===== src/sdot_pkg.sv =====
// ----------------------------------------------------------------------------
// sdot_pkg: shared constants and helpers
// Widths, register indexes and saturation for the averaged OT SGD block.
// ----------------------------------------------------------------------------
package sdot_pkg;

   localparam int DEF_ROWS        = 16;
   localparam int DEF_MAX_COLUMNS = 1048576;

   localparam int VAL_W  = 32;  // Q16.16 values
   localparam int GAIN_W = 24;  // step gain, Q8.16
   localparam int RIU_W  = 5;   // rows_in_use register
   localparam int CSR_W  = 24;  // widest register
   localparam int IDX_W  = 2;   // CSR index
   localparam int DIV_W  = 48;  // divider dividend / quotient
   localparam int DVR_W  = 24;  // divider divisor

   localparam logic [IDX_W-1:0] CSR_STEP_GAIN   = 2'd0;
   localparam logic [IDX_W-1:0] CSR_ROWS_IN_USE = 2'd1;

   function automatic logic [VAL_W-1:0] sat32(input logic signed [33:0] x);
      logic [VAL_W-1:0] res;
      if (x > 34'sh0_7FFF_FFFF)       res = 32'h7FFF_FFFF;
      else if (x < -34'sh0_8000_0000) res = 32'h8000_0000;
      else                            res = x[31:0];
      return res;
   endfunction

endpackage


===== src/sdot_ram.sv =====
// ----------------------------------------------------------------------------
// sdot_ram: generic single-write, single-read RAM
// One write port, one read port, read data registered.
// ----------------------------------------------------------------------------
module sdot_ram #(
   parameter int WIDTH = 32,
   parameter int DEPTH = 16
) (
   input  logic                     clock,
   input  logic                     wr_en,
   input  logic [$clog2(DEPTH)-1:0] wr_addr,
   input  logic [WIDTH-1:0]         wr_data,
   input  logic [$clog2(DEPTH)-1:0] rd_addr,
   output logic [WIDTH-1:0]         rd_data
);

   logic [WIDTH-1:0] mem_ff [DEPTH];
   logic [WIDTH-1:0] rd_data_ff;

   always_ff @(posedge clock) begin
      if (wr_en) begin
         mem_ff[wr_addr] <= wr_data;
      end
      rd_data_ff <= mem_ff[rd_addr];
   end

   assign rd_data = rd_data_ff;

endmodule


===== src/sdot_div.sv =====
// ----------------------------------------------------------------------------
// sdot_div: iterative unsigned divider
// Restoring division, one quotient bit per cycle; done pulses when finished.
// ----------------------------------------------------------------------------
module sdot_div import sdot_pkg::*; (
   input  logic             clock,
   input  logic             reset,
   input  logic             start,
   input  logic [DIV_W-1:0] dividend,
   input  logic [DVR_W-1:0] divisor,
   output logic             done,
   output logic [DIV_W-1:0] quotient
);

   localparam int CNT_W = $clog2(DIV_W);

   logic             busy_ff, busy_in;
   logic             done_ff, done_in;
   logic [CNT_W-1:0] cnt_ff, cnt_in;
   logic [DVR_W-1:0] rem_ff, rem_in;
   logic [DVR_W-1:0] dvs_ff, dvs_in;
   logic [DIV_W-1:0] quo_ff, quo_in;
   logic [DVR_W:0]   rem_sh;

   always_comb begin
      busy_in = busy_ff;
      done_in = 1'b0;
      cnt_in  = cnt_ff;
      rem_in  = rem_ff;
      dvs_in  = dvs_ff;
      quo_in  = quo_ff;
      rem_sh  = {rem_ff, quo_ff[DIV_W-1]};
      if (start) begin
         busy_in = 1'b1;
         cnt_in  = '0;
         rem_in  = '0;
         dvs_in  = divisor;
         quo_in  = dividend;
      end else if (busy_ff) begin
         if (rem_sh >= {1'b0, dvs_ff}) begin
            rem_in = DVR_W'(rem_sh - {1'b0, dvs_ff});
            quo_in = {quo_ff[DIV_W-2:0], 1'b1};
         end else begin
            rem_in = rem_sh[DVR_W-1:0];
            quo_in = {quo_ff[DIV_W-2:0], 1'b0};
         end
         cnt_in = cnt_ff + 1'b1;
         if (cnt_ff == CNT_W'(DIV_W - 1)) begin
            busy_in = 1'b0;
            done_in = 1'b1;
         end
      end
   end

   always_ff @(posedge clock) begin
      if (reset) begin
         busy_ff <= 1'b0;
         done_ff <= 1'b0;
         cnt_ff  <= '0;
      end else begin
         busy_ff <= busy_in;
         done_ff <= done_in;
         cnt_ff  <= cnt_in;
      end
      rem_ff <= rem_in;
      dvs_ff <= dvs_in;
      quo_ff <= quo_in;
   end

   assign done     = done_ff;
   assign quotient = quo_ff;

endmodule


===== src/semi_discrete_ot_averaged_sgd.sv =====
// ----------------------------------------------------------------------------
// semi_discrete_ot_averaged_sgd: averaged SGD step for semi-discrete OT
// Streams cost columns, updates deflected and averaged dual potentials held
// in two RAMs, and emits the averages after a column flagged final.
// ----------------------------------------------------------------------------
// A cost transaction passes an accept state, then a compare against the
// deflected potential read from RAM; the block accepts nothing else while it
// works. After the last row of a column it runs a column update: C*C, the
// division by n, the square root, eta/q, then per row a RAM read, the update,
// the divider for the average step and the write back. All three divisions
// use the single shared bit-serial divider.
// After a final column the q averages leave one at a time (RAM read, load,
// output held while rsp_stall is high), with last_of_run on the final one;
// all run state then clears at once through per-row valid bits (no clearing
// pass). Configuration writes are to be made while the block is idle.
// ----------------------------------------------------------------------------
module semi_discrete_ot_averaged_sgd import sdot_pkg::*; #(
   parameter int ROWS        = DEF_ROWS,
   parameter int MAX_COLUMNS = DEF_MAX_COLUMNS
) (
   input  logic             clock,
   input  logic             reset,
   input  logic             req_valid,
   output logic             req_stall,
   input  logic [31:0]      req_cost,
   input  logic             req_final_column,
   output logic             rsp_valid,
   input  logic             rsp_stall,
   output logic [3:0]       rsp_potential_index,
   output logic [31:0]      rsp_potential_value,
   output logic             rsp_last_of_run,
   input  logic             csr_write,
   input  logic [IDX_W-1:0] csr_index,
   input  logic [CSR_W-1:0] csr_data
);

   localparam int RW = $clog2(ROWS);         // row index
   localparam int QW = $clog2(ROWS + 1);     // row count
   localparam int NW = $clog2(MAX_COLUMNS);  // column number

   typedef enum logic [3:0] {
      S_ACCEPT, S_CMP, S_MUL, S_DIVN_GO, S_DIVN_WAIT, S_SQRT,
      S_DIVQ_GO, S_DIVQ_WAIT, S_RD, S_UPD, S_AVG_WAIT, S_ERD, S_ELD, S_EOUT
   } state_type;

   state_type             state_ff, state_in;
   logic [GAIN_W-1:0]     gain_ff, gain_in;
   logic [RIU_W-1:0]      riu_ff, riu_in;
   logic [ROWS-1:0]       vld_ff, vld_in;
   logic [RW-1:0]         row_ff, row_in;
   logic [NW-1:0]         col_ff, col_in;
   logic signed [32:0]    min_ff, min_in;
   logic [RW-1:0]         amin_ff, amin_in;
   logic [31:0]           cost_ff, cost_in;
   logic                  fin_ff, fin_in;
   logic [DIV_W-1:0]      prod_ff, prod_in;
   logic [DIV_W-1:0]      sx_ff, sx_in;
   logic [DIV_W-1:0]      sr_ff, sr_in;
   logic [DIV_W-1:0]      sbit_ff, sbit_in;
   logic [4:0]            scnt_ff, scnt_in;
   logic [DVR_W-1:0]      eta_ff, eta_in;
   logic [DVR_W-1:0]      rise_ff, rise_in;
   logic [RW-1:0]         idx_ff, idx_in;
   logic [31:0]           dn_ff, dn_in;
   logic [31:0]           v_ff, v_in;
   logic                  neg_ff, neg_in;
   logic                  rsp_valid_ff, rsp_valid_in;
   logic [31:0]           rsp_value_ff, rsp_value_in;
   logic                  rsp_last_ff, rsp_last_in;

   // ram and divider hookups
   logic [RW-1:0]         rd_addr;
   logic [31:0]           dp_rdata, av_rdata;
   logic                  wr_en;
   logic [31:0]           dp_wdata, av_wdata;
   logic                  div_start, div_done;
   logic [DIV_W-1:0]      div_dividend, div_quot;
   logic [DVR_W-1:0]      div_divisor;

   // working values
   logic [7:0]            q8;
   logic [QW-1:0]         q;
   logic [31:0]           d_rd, v_rd;
   logic signed [32:0]    diff_cmp;
   logic [33:0]           dsum;
   logic [31:0]           dnew;
   logic [32:0]           adiff, amag;
   logic [33:0]           step34;
   logic [DIV_W:0]        strial;
   logic                  last_row;

   // q clamped to the supported range
   always_comb begin
      q8 = 8'(riu_ff);
      if (q8 < 8'd2)               q8 = 8'd2;
      else if (q8 > 8'(ROWS))      q8 = 8'(ROWS);
      q = QW'(q8);
   end

   assign d_rd = vld_ff[(state_ff == S_CMP) ? row_ff : idx_ff] ? dp_rdata : 32'd0;
   assign v_rd = vld_ff[idx_ff] ? av_rdata : 32'd0;

   assign diff_cmp = $signed({cost_ff[31], cost_ff}) - $signed({d_rd[31], d_rd});

   // new deflected potential: d + eta/q, minus eta on the winning row
   assign dsum = {{2{d_rd[31]}}, d_rd} + {10'd0, rise_ff}
                 - ((idx_ff == amin_ff) ? {10'd0, eta_ff} : 34'd0);
   assign dnew = sat32($signed(dsum));

   assign adiff = {dnew[31], dnew} - {v_rd[31], v_rd};
   assign amag  = adiff[32] ? (33'd0 - adiff) : adiff;

   assign step34 = neg_ff ? (34'd0 - {1'b0, div_quot[32:0]}) : {1'b0, div_quot[32:0]};

   assign strial   = {1'b0, sx_ff} - ({1'b0, sr_ff} + {1'b0, sbit_ff});
   assign last_row = (8'(idx_ff) + 8'd1) == 8'(q);

   always_comb begin
      state_in     = state_ff;
      gain_in      = gain_ff;
      riu_in       = riu_ff;
      vld_in       = vld_ff;
      row_in       = row_ff;
      col_in       = col_ff;
      min_in       = min_ff;
      amin_in      = amin_ff;
      cost_in      = cost_ff;
      fin_in       = fin_ff;
      prod_in      = prod_ff;
      sx_in        = sx_ff;
      sr_in        = sr_ff;
      sbit_in      = sbit_ff;
      scnt_in      = scnt_ff;
      eta_in       = eta_ff;
      rise_in      = rise_ff;
      idx_in       = idx_ff;
      dn_in        = dn_ff;
      v_in         = v_ff;
      neg_in       = neg_ff;
      rsp_valid_in = rsp_valid_ff;
      rsp_value_in = rsp_value_ff;
      rsp_last_in  = rsp_last_ff;

      rd_addr      = idx_ff;
      wr_en        = 1'b0;
      dp_wdata     = dn_ff;
      av_wdata     = sat32($signed({{2{v_ff[31]}}, v_ff} + step34));
      div_start    = 1'b0;
      div_dividend = prod_ff;
      div_divisor  = DVR_W'(col_ff);

      if (csr_write) begin
         case (csr_index)
            CSR_STEP_GAIN:   gain_in = csr_data[GAIN_W-1:0];
            CSR_ROWS_IN_USE: riu_in  = csr_data[RIU_W-1:0];
            default: ;
         endcase
      end

      case (state_ff)
         S_ACCEPT: begin
            rd_addr = row_ff;
            if (req_valid) begin
               cost_in  = req_cost;
               fin_in   = req_final_column;
               state_in = S_CMP;
            end
         end
         S_CMP: begin
            if (row_ff == '0 || diff_cmp < min_ff) begin
               min_in  = diff_cmp;
               amin_in = row_ff;
            end
            if ((8'(row_ff) + 8'd1) < 8'(q)) begin
               row_in   = row_ff + 1'b1;
               state_in = S_ACCEPT;
            end else begin
               row_in = '0;
               if (col_ff < NW'(MAX_COLUMNS - 1)) col_in = col_ff + 1'b1;
               state_in = S_MUL;
            end
         end
         S_MUL: begin
            prod_in  = DIV_W'(gain_ff) * DIV_W'(gain_ff);
            state_in = S_DIVN_GO;
         end
         S_DIVN_GO: begin
            div_start = 1'b1;
            state_in  = S_DIVN_WAIT;
         end
         S_DIVN_WAIT: begin
            if (div_done) begin
               sx_in    = div_quot;
               sr_in    = '0;
               sbit_in  = DIV_W'(1) << (DIV_W - 2);
               scnt_in  = '0;
               state_in = S_SQRT;
            end
         end
         S_SQRT: begin
            // digit-by-digit root, two radicand bits per step
            if (!strial[DIV_W]) begin
               sx_in = strial[DIV_W-1:0];
               sr_in = (sr_ff >> 1) + sbit_ff;
            end else begin
               sr_in = sr_ff >> 1;
            end
            sbit_in = sbit_ff >> 2;
            scnt_in = scnt_ff + 1'b1;
            if (scnt_ff == 5'(DIV_W / 2 - 1)) begin
               eta_in   = sr_in[DVR_W-1:0];
               state_in = S_DIVQ_GO;
            end
         end
         S_DIVQ_GO: begin
            div_start    = 1'b1;
            div_dividend = DIV_W'(eta_ff);
            div_divisor  = DVR_W'(q);
            state_in     = S_DIVQ_WAIT;
         end
         S_DIVQ_WAIT: begin
            if (div_done) begin
               rise_in  = div_quot[DVR_W-1:0];
               idx_in   = '0;
               state_in = S_RD;
            end
         end
         S_RD: begin
            state_in = S_UPD;
         end
         S_UPD: begin
            dn_in        = dnew;
            v_in         = v_rd;
            neg_in       = adiff[32];
            div_start    = 1'b1;
            div_dividend = DIV_W'(amag);
            state_in     = S_AVG_WAIT;
         end
         S_AVG_WAIT: begin
            if (div_done) begin
               wr_en          = 1'b1;
               vld_in[idx_ff] = 1'b1;
               if (last_row) begin
                  idx_in   = '0;
                  state_in = fin_ff ? S_ERD : S_ACCEPT;
               end else begin
                  idx_in   = idx_ff + 1'b1;
                  state_in = S_RD;
               end
            end
         end
         S_ERD: begin
            state_in = S_ELD;
         end
         S_ELD: begin
            rsp_valid_in = 1'b1;
            rsp_value_in = v_rd;
            rsp_last_in  = last_row;
            state_in     = S_EOUT;
         end
         S_EOUT: begin
            if (!rsp_stall) begin
               rsp_valid_in = 1'b0;
               if (last_row) begin
                  // run done: run state back to its reset values, configuration kept
                  vld_in   = '0;
                  row_in   = '0;
                  col_in   = '0;
                  min_in   = '0;
                  amin_in  = '0;
                  idx_in   = '0;
                  state_in = S_ACCEPT;
               end else begin
                  idx_in   = idx_ff + 1'b1;
                  state_in = S_ERD;
               end
            end
         end
         default: state_in = S_ACCEPT;
      endcase
   end

   always_ff @(posedge clock) begin
      if (reset) begin
         state_ff     <= S_ACCEPT;
         gain_ff      <= GAIN_W'(65536);
         riu_ff       <= RIU_W'(16);
         vld_ff       <= '0;
         row_ff       <= '0;
         col_ff       <= '0;
         min_ff       <= '0;
         amin_ff      <= '0;
         idx_ff       <= '0;
         rsp_valid_ff <= 1'b0;
      end else begin
         state_ff     <= state_in;
         gain_ff      <= gain_in;
         riu_ff       <= riu_in;
         vld_ff       <= vld_in;
         row_ff       <= row_in;
         col_ff       <= col_in;
         min_ff       <= min_in;
         amin_ff      <= amin_in;
         idx_ff       <= idx_in;
         rsp_valid_ff <= rsp_valid_in;
      end
      cost_ff      <= cost_in;
      fin_ff       <= fin_in;
      prod_ff      <= prod_in;
      sx_ff        <= sx_in;
      sr_ff        <= sr_in;
      sbit_ff      <= sbit_in;
      scnt_ff      <= scnt_in;
      eta_ff       <= eta_in;
      rise_ff      <= rise_in;
      dn_ff        <= dn_in;
      v_ff         <= v_in;
      neg_ff       <= neg_in;
      rsp_value_ff <= rsp_value_in;
      rsp_last_ff  <= rsp_last_in;
   end

   sdot_ram #(.WIDTH(32), .DEPTH(ROWS)) u_deflected (
      .clock   (clock),
      .wr_en   (wr_en),
      .wr_addr (idx_ff),
      .wr_data (dp_wdata),
      .rd_addr (rd_addr),
      .rd_data (dp_rdata)
   );

   sdot_ram #(.WIDTH(32), .DEPTH(ROWS)) u_averaged (
      .clock   (clock),
      .wr_en   (wr_en),
      .wr_addr (idx_ff),
      .wr_data (av_wdata),
      .rd_addr (rd_addr),
      .rd_data (av_rdata)
   );

   sdot_div u_div (
      .clock    (clock),
      .reset    (reset),
      .start    (div_start),
      .dividend (div_dividend),
      .divisor  (div_divisor),
      .done     (div_done),
      .quotient (div_quot)
   );

   assign req_stall           = (state_ff != S_ACCEPT);
   assign rsp_valid           = rsp_valid_ff;
   assign rsp_potential_index = 4'(idx_ff);
   assign rsp_potential_value = rsp_value_ff;
   assign rsp_last_of_run     = rsp_last_ff;

endmodule


===== config.mk =====
export PLATFORM = sky130hd
export DESIGN_NAME = semi_discrete_ot_averaged_sgd
export DESIGN_NICKNAME = d
export VERILOG_FILES = /design/src/sdot_pkg.sv /design/src/sdot_ram.sv /design/src/sdot_div.sv /design/src/semi_discrete_ot_averaged_sgd.sv
export SDC_FILE = /design/constraint.sdc
export NUM_CORES = 2
export LEC_CHECK = 0
export ABC_CLOCK_PERIOD_IN_PS = 14590
export BUFFER_PORTS_ARGS = -buffer_cell sky130_fd_sc_hd__buf_2
export CAP_MARGIN = 10
export CORE_UTILIZATION = 23
export DETAILED_ROUTE_END_ITERATION = 8
export GPL_ROUTABILITY_DRIVEN = 0
export PLACE_DENSITY_LB_ADDON = 0.15
export SETUP_SLACK_MARGIN = 0.05
export SYNTH_ARGS = -nofsm -noshare
export SYNTH_HDL_FRONTEND = slang
export SYNTH_SLANG_ARGS = --single-unit

===== constraint.sdc =====
create_clock -name clock -period 14.59 [get_ports clock]
set_input_delay 0.7295 -clock clock [delete_from_list [all_inputs] [get_ports clock]]
set_output_delay 0.7295 -clock clock [all_outputs]
set_load 0.01 [all_outputs]

Word level (Yosys, flattened, before mapping)
Memory sizes are Yosys's and may differ from the RTL's. A register that Yosys moved wholly into a read port is not among the register bits.
Index checks and enable logic that the tools add are counted.
{"block": "totals", "ramBits": 1024, "out_inout_bits": 39, "n_memories": 2, "register_bits": 595, "inputBits": 64, "wordCells": 206}
{"block": "classes", "n_lt_le_gt_ge": 13, "multipliers": 1, "eq_ne": 29, "n_reduce_logical": 29, "n_bitwise": 2, "add_sub_neg": 18, "n_mux": 81}
{"memory": "u_averaged.mem_ff", "words": 16, "word_bits": 32, "read_ports": 1, "rd_ports_with_merged_regs": 1, "wr": 1, "line": "sdot_ram.sv:17", "source": "logic [WIDTH-1:0] mem_ff [DEPTH];"}
{"memory": "u_deflected.mem_ff", "words": 16, "word_bits": 32, "read_ports": 1, "rd_ports_with_merged_regs": 1, "wr": 1, "line": "sdot_ram.sv:17"}
{"operator": "48-bit one-hot mux with 2 select lines", "count": 4}
{"operator": "48-bit 2-to-1 mux", "count": 7}
{"operator": "32-bit 2-to-1 mux", "count": 6}
{"operator": "33-bit 2-to-1 mux", "count": 4}
{"operator": "20-bit 2-to-1 mux", "count": 4}
{"operator": "4-bit 2-to-1 mux", "count": 19}
{"operator": "34-bit by 32-bit > comparator with 1-bit output, second input constant", "count": 2}
{"operator": "34-bit by 32-bit < comparator with 1-bit output, second input constant", "count": 2}
{"operator": "33-bit one-hot mux with 2 select lines", "count": 1}
{"operator": "32-bit by 32-bit subtractor with 33-bit output", "count": 2}
{"operator": "4-bit one-hot mux with 14 select lines", "count": 1}
{"operator": "48-bit by 48-bit adder with 49-bit output", "count": 1}
{"operator": "48-bit by 49-bit subtractor with 49-bit output", "count": 1}
{"operator": "47-bit by 48-bit adder with 48-bit output", "count": 1}
{"operator": "24-bit by 24-bit multiplier with 48-bit output", "count": 1}
{"operator": "16-bit 2-to-1 mux", "count": 3}
{"operator": "24-bit 2-to-1 mux", "count": 2}
{"operator": "20-bit one-hot mux with 2 select lines", "count": 1}
{"operator": "34-bit adder", "count": 1}
{"operator": "34-bit 2-to-1 mux", "count": 1}
{"operator": "1-bit by 33-bit subtractor with 34-bit output, first input constant", "count": 1}
{"operator": "33-bit by 25-bit subtractor with 34-bit output", "count": 1}
{"operator": "32-bit by 25-bit adder with 33-bit output", "count": 1}
{"operator": "33-bit < comparator", "count": 1}
{"operator": "51 further kinds", "count": 105}

Depth between registers and ports, before layout
{"block": "depth", "word_depth": 15, "mapped_depth": 42, "ltp_nobuf": 39}

Cells and area by module
A second synthesis with hierarchy kept.
{"block": "hier_totals", "cells_unflattened": 7628, "area_unflattened_um2": 95167.5}
{"mod": "semi_discrete_ot_averaged_sgd", "cells_each": 5466, "seq_area_each_um2": 12842.3, "n_inst": 1, "area_each_um2": 50040.5}
{"mod": "sdot_ram at u_averaged", "cells_each": 838, "seq_area_each_um2": 16015.4, "n_inst": 1, "area_each_um2": 19836.5}
{"mod": "sdot_ram at u_deflected", "cells_each": 838, "seq_area_each_um2": 16015.4, "n_inst": 1, "area_each_um2": 19835.3}
{"mod": "sdot_div", "cells_each": 486, "seq_area_each_um2": 2802.7, "n_inst": 1, "area_each_um2": 5455.2}

Least setup slack after synthesis
Ideal clock, no wire load.
{"block": "synth_timing", "kind": "flip-flop to flip-flop", "startpoint": "reg state_ff[0]", "endpoint": "reg sx_ff[0] (enable)", "path_slack_ns": 4.221, "setup_time_ns": 0.527, "t_required_ns": 14.063, "path_stages_with_launch": 6, "n_path_buf": 2, "arrival_time_ns": 9.842, "period_less_slack_ns": 10.369, "path_cell_list": "dfxtp_1 -> buf_2 -> buf_1 -> nor2_1 -> nor3_1 -> a21boi_0"}
{"block": "synth_between", "elab_chain_len": 3, "word_cells_on_any_way": 6, "cone_classes": "eq/ne (4); reduce/logical (2)"}
{"item": "from (decl)", "line": "semi_discrete_ot_averaged_sgd.sv:46", "source": "state_type state_ff, state_in;"}
{"item": "from (signal assigned)", "line": "semi_discrete_ot_averaged_sgd.sv:296", "source": "state_ff <= state_in;"}
{"item": "4-bit by 3-bit equality test with 1-bit output", "line": "semi_discrete_ot_averaged_sgd.sv:160", "source": "case (state_ff)"}
{"item": "2-bit != test (no line) (tied with other cells)"}
{"item": "3-bit AND reduction (no line) *"}
{"item": "to (signal assigned)", "line": "semi_discrete_ot_averaged_sgd.sv:310", "source": "sx_ff <= sx_in;"}
{"item": "to (decl)", "line": "semi_discrete_ot_averaged_sgd.sv:57", "source": "logic [DIV_W-1:0] sx_ff, sx_in;"}
Every way passes the cells marked *; elsewhere a longest branch is shown, timed or not.
A chain may end at the register's enable or synchronous reset.

Final worst setup path
{"block": "layout_timing", "startpoint": "reg state_ff[0]", "endpoint": "reg u_div.quo_ff[28] (netlist: u_div.quotient[28]) (data pin)"}
{"block": "layout_between", "elab_chain_len": 15, "word_cells_on_any_way": 21, "cone_classes": "add/sub (4); order compare (2); eq/ne (4); mux (10); reduce/logical (1)"}
{"item": "4-bit by 1-bit equality test with 1-bit output *", "line": "semi_discrete_ot_averaged_sgd.sv:100", "source": "assign d_rd = vld_ff[(state_ff == S_CMP) ? row_ff : idx_ff] ? dp_rdata : 32'd0;"}
{"item": "4-bit 2-to-1 mux *", "line": "semi_discrete_ot_averaged_sgd.sv:100"}
{"item": "1-bit binary-select mux with 4-bit select *", "line": "semi_discrete_ot_averaged_sgd.sv:100"}
{"item": "1-bit 2-to-1 mux *", "line": "semi_discrete_ot_averaged_sgd.sv:100"}
{"item": "32-bit 2-to-1 mux *", "line": "semi_discrete_ot_averaged_sgd.sv:100"}
{"item": "32-bit by 25-bit adder with 33-bit output *", "line": "semi_discrete_ot_averaged_sgd.sv:106", "source": "assign dsum = {{2{d_rd[31]}}, d_rd} + {10'd0, rise_ff}"}
{"item": "33-bit by 25-bit subtractor with 34-bit output *", "line": "semi_discrete_ot_averaged_sgd.sv:107", "source": "- ((idx_ff == amin_ff) ? {10'd0, eta_ff} : 34'd0);"}
{"item": "34-bit by 32-bit < comparator with 1-bit output", "line": "sdot_pkg.sv:24", "source": "else if (x < -34'sh0_8000_0000) res = 32'h8000_0000;"}
{"item": "32-bit 2-to-1 mux", "line": "sdot_pkg.sv:24"}
{"item": "32-bit 2-to-1 mux *", "line": "sdot_pkg.sv:23", "source": "if (x > 34'sh0_7FFF_FFFF) res = 32'h7FFF_FFFF;"}
{"item": "net dnew[10]", "line": "semi_discrete_ot_averaged_sgd.sv:86", "source": "logic [31:0] dnew;"}
{"item": "32-bit by 32-bit subtractor with 33-bit output *", "line": "semi_discrete_ot_averaged_sgd.sv:110", "source": "assign adiff = {dnew[31], dnew} - {v_rd[31], v_rd};"}
{"item": "1-bit by 33-bit subtractor with 33-bit output", "line": "semi_discrete_ot_averaged_sgd.sv:111", "source": "assign amag = adiff[32] ? (33'd0 - adiff) : adiff;"}
{"item": "33-bit 2-to-1 mux *", "line": "semi_discrete_ot_averaged_sgd.sv:111"}
{"item": "48-bit one-hot mux with 2 select lines *", "line": "semi_discrete_ot_averaged_sgd.sv:160"}
{"item": "48-bit 2-to-1 mux *", "line": "sdot_div.sv:33", "source": "if (start) begin"}
{"item": "net u_div.quo_in[28]", "line": "sdot_div.sv:22", "source": "logic [DIV_W-1:0] quo_ff, quo_in;"}
{"item": "to (signal assigned)", "line": "sdot_div.sv:67", "source": "quo_ff <= quo_in;"}
{"item": "to (decl)", "line": "sdot_div.sv:22"}
Mark *: on every way through the listed nets, which the timed path passes. The rest lies on a longest branch. The select of a mux whose other input is x is not followed.

==> out/metrics.yaml <==
die:
  boundary_pins: 103
  core_region_area_um2: 410000
  floorplan.die_area_um2: 415000
  initial_core_util_pct: 23.1
  fp.dieH_um: 644
  die-width_um: 644
  cell_rows: 235
logic_synthesis:
  post_synth_arst_share_pct: 0
  synth_fp_nets: 8692
  number_of_synthesized_register_bits: 1654
  netlist_top_cells_area: "sky130_fd_sc_hd__edfxtp_1 46%, sky130_fd_sc_hd__fa_1 10%, sky130_fd_sc_hd__mux4_2 6.3%"
  most_common_library_cells_after_synthesis: "1443 x sky130_fd_sc_hd__edfxtp_1, 879 x sky130_fd_sc_hd__inv_1, 708 x sky130_fd_sc_hd__nand2_1"
  synth-main-ff-cell: "sky130_fd_sc_hd__edfxtp_1"
  synth_largest_type_area_fraction_pct: 45.7
  synth-warning-count: 0
  synth.yosys.seq_area_share_pct: 50.2
  post_synth_edffs: 1443
  post_synth_instance_area_um2: 94800
  synth.avg_cell_area_um2: 12.3
  synth_top_area_cell: "sky130_fd_sc_hd__edfxtp_1"
  synthesis.instances: 7683
  synth.most_common_cell: "sky130_fd_sc_hd__edfxtp_1"
  synth_cell_types: 107
finish:
  layout.cells.non_filler: 13400
  stdcell_area_um2: 109000
  fraction_of_final_layout_cells_with_drive_strength_greater_than_1_pct: 11.3
  fin_util_pct: 26.5
  fin_nets: 8811
  area_delta_synth_final_pct: 14.6
timing:
  worst_clock_skew_ns: 0.106
  clock.fmax_ghz: 0.0883
  total_negative_slack_ns: 0
  timing.slew.headroom_pct: 24.0
  final.period_utilization_pct: 77.6
  period_needed_ns: 11.33
  final.setup.worst_slack_ns: 3.26
  rsz0062_at_grt: "false"
  finalSetupViolations: 0
  hold_violations: 0
  final_number_of_max_transition_violations: 0
  worst-slew-pin-transition_ns: 1.13
  whs_ns: 0.117
placement:
  place_area_um2: 102000
  dpl.hpwl_mm: 213
  dpl_worst_slack_ns: 3.24
  io_buffers: 102
  dpl.cell_count: 13000
drt:
  num_vias: 60400
  drtIter0Drc: 4265
  drt_first_pass_iters: 5
  finalWirelength_mm: 311
  avgViaCountPerCell: 4.50
  routed_wire_length_per_instance_um: 23.1
  drc: 0
  route.antenna.remaining_nets: 0
global_route:
  grt_pass1_vias: 62600
  largest_net_degree_at_the_start_of_global_routing: 96
  grt_antenna_before_repair: 14
  grt_pass1_wl_mm: 449
  grt-ovfl-total: 0
  global_routing_usage_summed_across_all_routing_layers_pct: 14.7
clock_tree:
  cts_buffers: 197
  cts_max_path_buffers: 4
  cts.sinks: 1654
  post_cts_buffers: 0
  cts_h_tree_lvls: 4
  cts-root-buf: "sky130_fd_sc_hd__clkbuf_16"
  clock_insertion_delay_at_the_later_pin_of_the_skew_report_ns: 0.93
  cts_tree: "built"
  clk_pin_slew_ns: 0.06
setup_path:
  critical_setup_path_class: "reg -> reg"
  crit_path_max_incr_delay_ns: 0.72
  worstPathMaxFanout: 33
  worst_ep_required_time_ns: 15.20
  critical_path.startpoint_type: "flop"
  worstPathBufferInverterCount: 3
  crit_slowest_cell: "sky130_fd_sc_hd__dfxtp_1"
  crit_arrival_ns: 11.93
  timing.critical_path.to_type: "flop"
  critical_path.top_delay_family: "compound AO/OA/AOI/OAI gates"
run_status:
  run_status: "completed"
pwr:
  power.density_nw_per_um2: 117
  ir_drop_mv: 0.108
  leakage_power_summed_over_all_cells_nw: 41.6
  p_total_mw: 12.8
job:
  max_cap_viol_count: 0
hold_path:
  hold_class: "in -> reg"
kinds of logic after synthesis:
kind of cell | Yosys count | synth area share [%]
AND/OR/NAND/NOR | 1854 | 9.44
flip-flops | 1654 | 50.2
AO/OA/AOI/OAI | 1364 | 9.19
buffers and inverters | 1202 | 4.90
adder cells (fa/ha/maj) | 945 | 16.2
XOR/XNOR | 347 | 3.21
multiplexers | 317 | 6.86
worst reg2reg max path: cells and delay by family, from the launching register on:
kind | cells | cell delay, ns
AO/OA/AOI/OAI | 16 | 3.96
XOR/XNOR | 2 | 0.51
adder cells (fa/ha/maj) | 3 | 1.33
buffers and inverters | 3 | 0.70
flip-flops | 1 | 0.72
multiplexers | 2 | 0.85
AND/OR/NAND/NOR | 11 | 3.00
layer usage:
metal  wire [µm]  track usage [%]
met5          13                0
met3       12500             1.81
met4        5570             2.71
met1      151000             21.2
met2      142000             23.7
flip-flops by register name, summed over array words and instances, names as in the netlist, 6 cells and up:
register,flops
u_averaged.rd_data,32
u_div.dvs_ff,20
rsp_potential_value,32
u_deflected.mem_ff,512
u_deflected.rd_data,32
cost_ff,32
u_div.quotient,48
dn_ff,32
col_ff,20
rise_ff,24
eta_ff,24
v_ff,32
min_ff,33
u_div.cnt_ff,6
gain_ff,24
u_averaged.mem_ff,512
sr_ff,48
vld_ff,16
sx_ff,48
prod_ff,47
sbit_ff,24
u_div.rem_ff,24
layout by cell type, fill, tap and decap left out, types with 34 or more instances in the layout:
cell type	Yosys	final
sky130_fd_sc_hd__edfxtp_1	1443	1443
sky130_fd_sc_hd__inv_1	879	876
sky130_fd_sc_hd__nand2_1	708	707
sky130_fd_sc_hd__fa_1	475	475
sky130_fd_sc_hd__ha_1	470	470
sky130_fd_sc_hd__a21oi_1	389	389
sky130_fd_sc_hd__nor2_1	360	356
sky130_fd_sc_hd__and2_1	293	292
sky130_fd_sc_hd__o21ai_0	266	266
sky130_fd_sc_hd__mux4_2	265	265
sky130_fd_sc_hd__xnor2_1	218	218
sky130_fd_sc_hd__dfxtp_1	211	205
sky130_fd_sc_hd__clkbuf_16	0	198
sky130_fd_sc_hd__a21o_1	161	160
sky130_fd_sc_hd__xor2_1	129	129
sky130_fd_sc_hd__a31oi_1	130	129
sky130_fd_sc_hd__a211oi_1	112	112
sky130_fd_sc_hd__buf_4	3	109
sky130_fd_sc_hd__nand3_1	102	102
sky130_fd_sc_hd__buf_2	30	101
sky130_fd_sc_hd__nand4_1	56	56
sky130_fd_sc_hd__nor2b_1	53	53
sky130_fd_sc_hd__clkbuf_1	246	53
sky130_fd_sc_hd__nor3_1	53	51
sky130_fd_sc_hd__nand2b_1	45	45
sky130_fd_sc_hd__o21a_1	43	43
sky130_fd_sc_hd__and3_1	52	36
sky130_fd_sc_hd__clkinv_2	0	34
repair_timing:
action | in CTS | in global routing
gates resized for setup | 0 | 0
endpoints found under the hold margin | 26 | 0
hold buffers | 26 | 0
final timing paths:
path | slack [ns] | depth (start not counted) | from | endpoint
min reg2reg | 0.45 | 2 | min_ff[3] | min_ff[3]
max reg2reg | 3.26 | 37 | state_ff[0] | u_div.quotient[28]
min | 0.12 | 3 | csr_data[23] | gain_ff[23]
max | 3.26 | 37 | state_ff[0] | u_div.quotient[28]
cell type report:
cell class / count / area, µm²
clock inverters: 94 / 987
flip-flops and latches: 1654 / 47600
repair buffers: 239 / 1640
diodes: 8 / 20.0
multi-input cells: 4827 / 42900
clock buffers: 270 / 5420
fillers: 42600 / 301000
well taps: 5451 / 6820
inverters: 883 / 3320
report_power, final:
| part | total [mW] | internal, mW | switching [mW] |
|---|---|---|---|
| registers | 5.55 | 5.36 | 0.194 |
| clock network | 4.97 | 2.86 | 2.11 |
| logic | 2.23 | 0.900 | 1.33 |
Note: power is estimated with default switching activity, not from simulation.
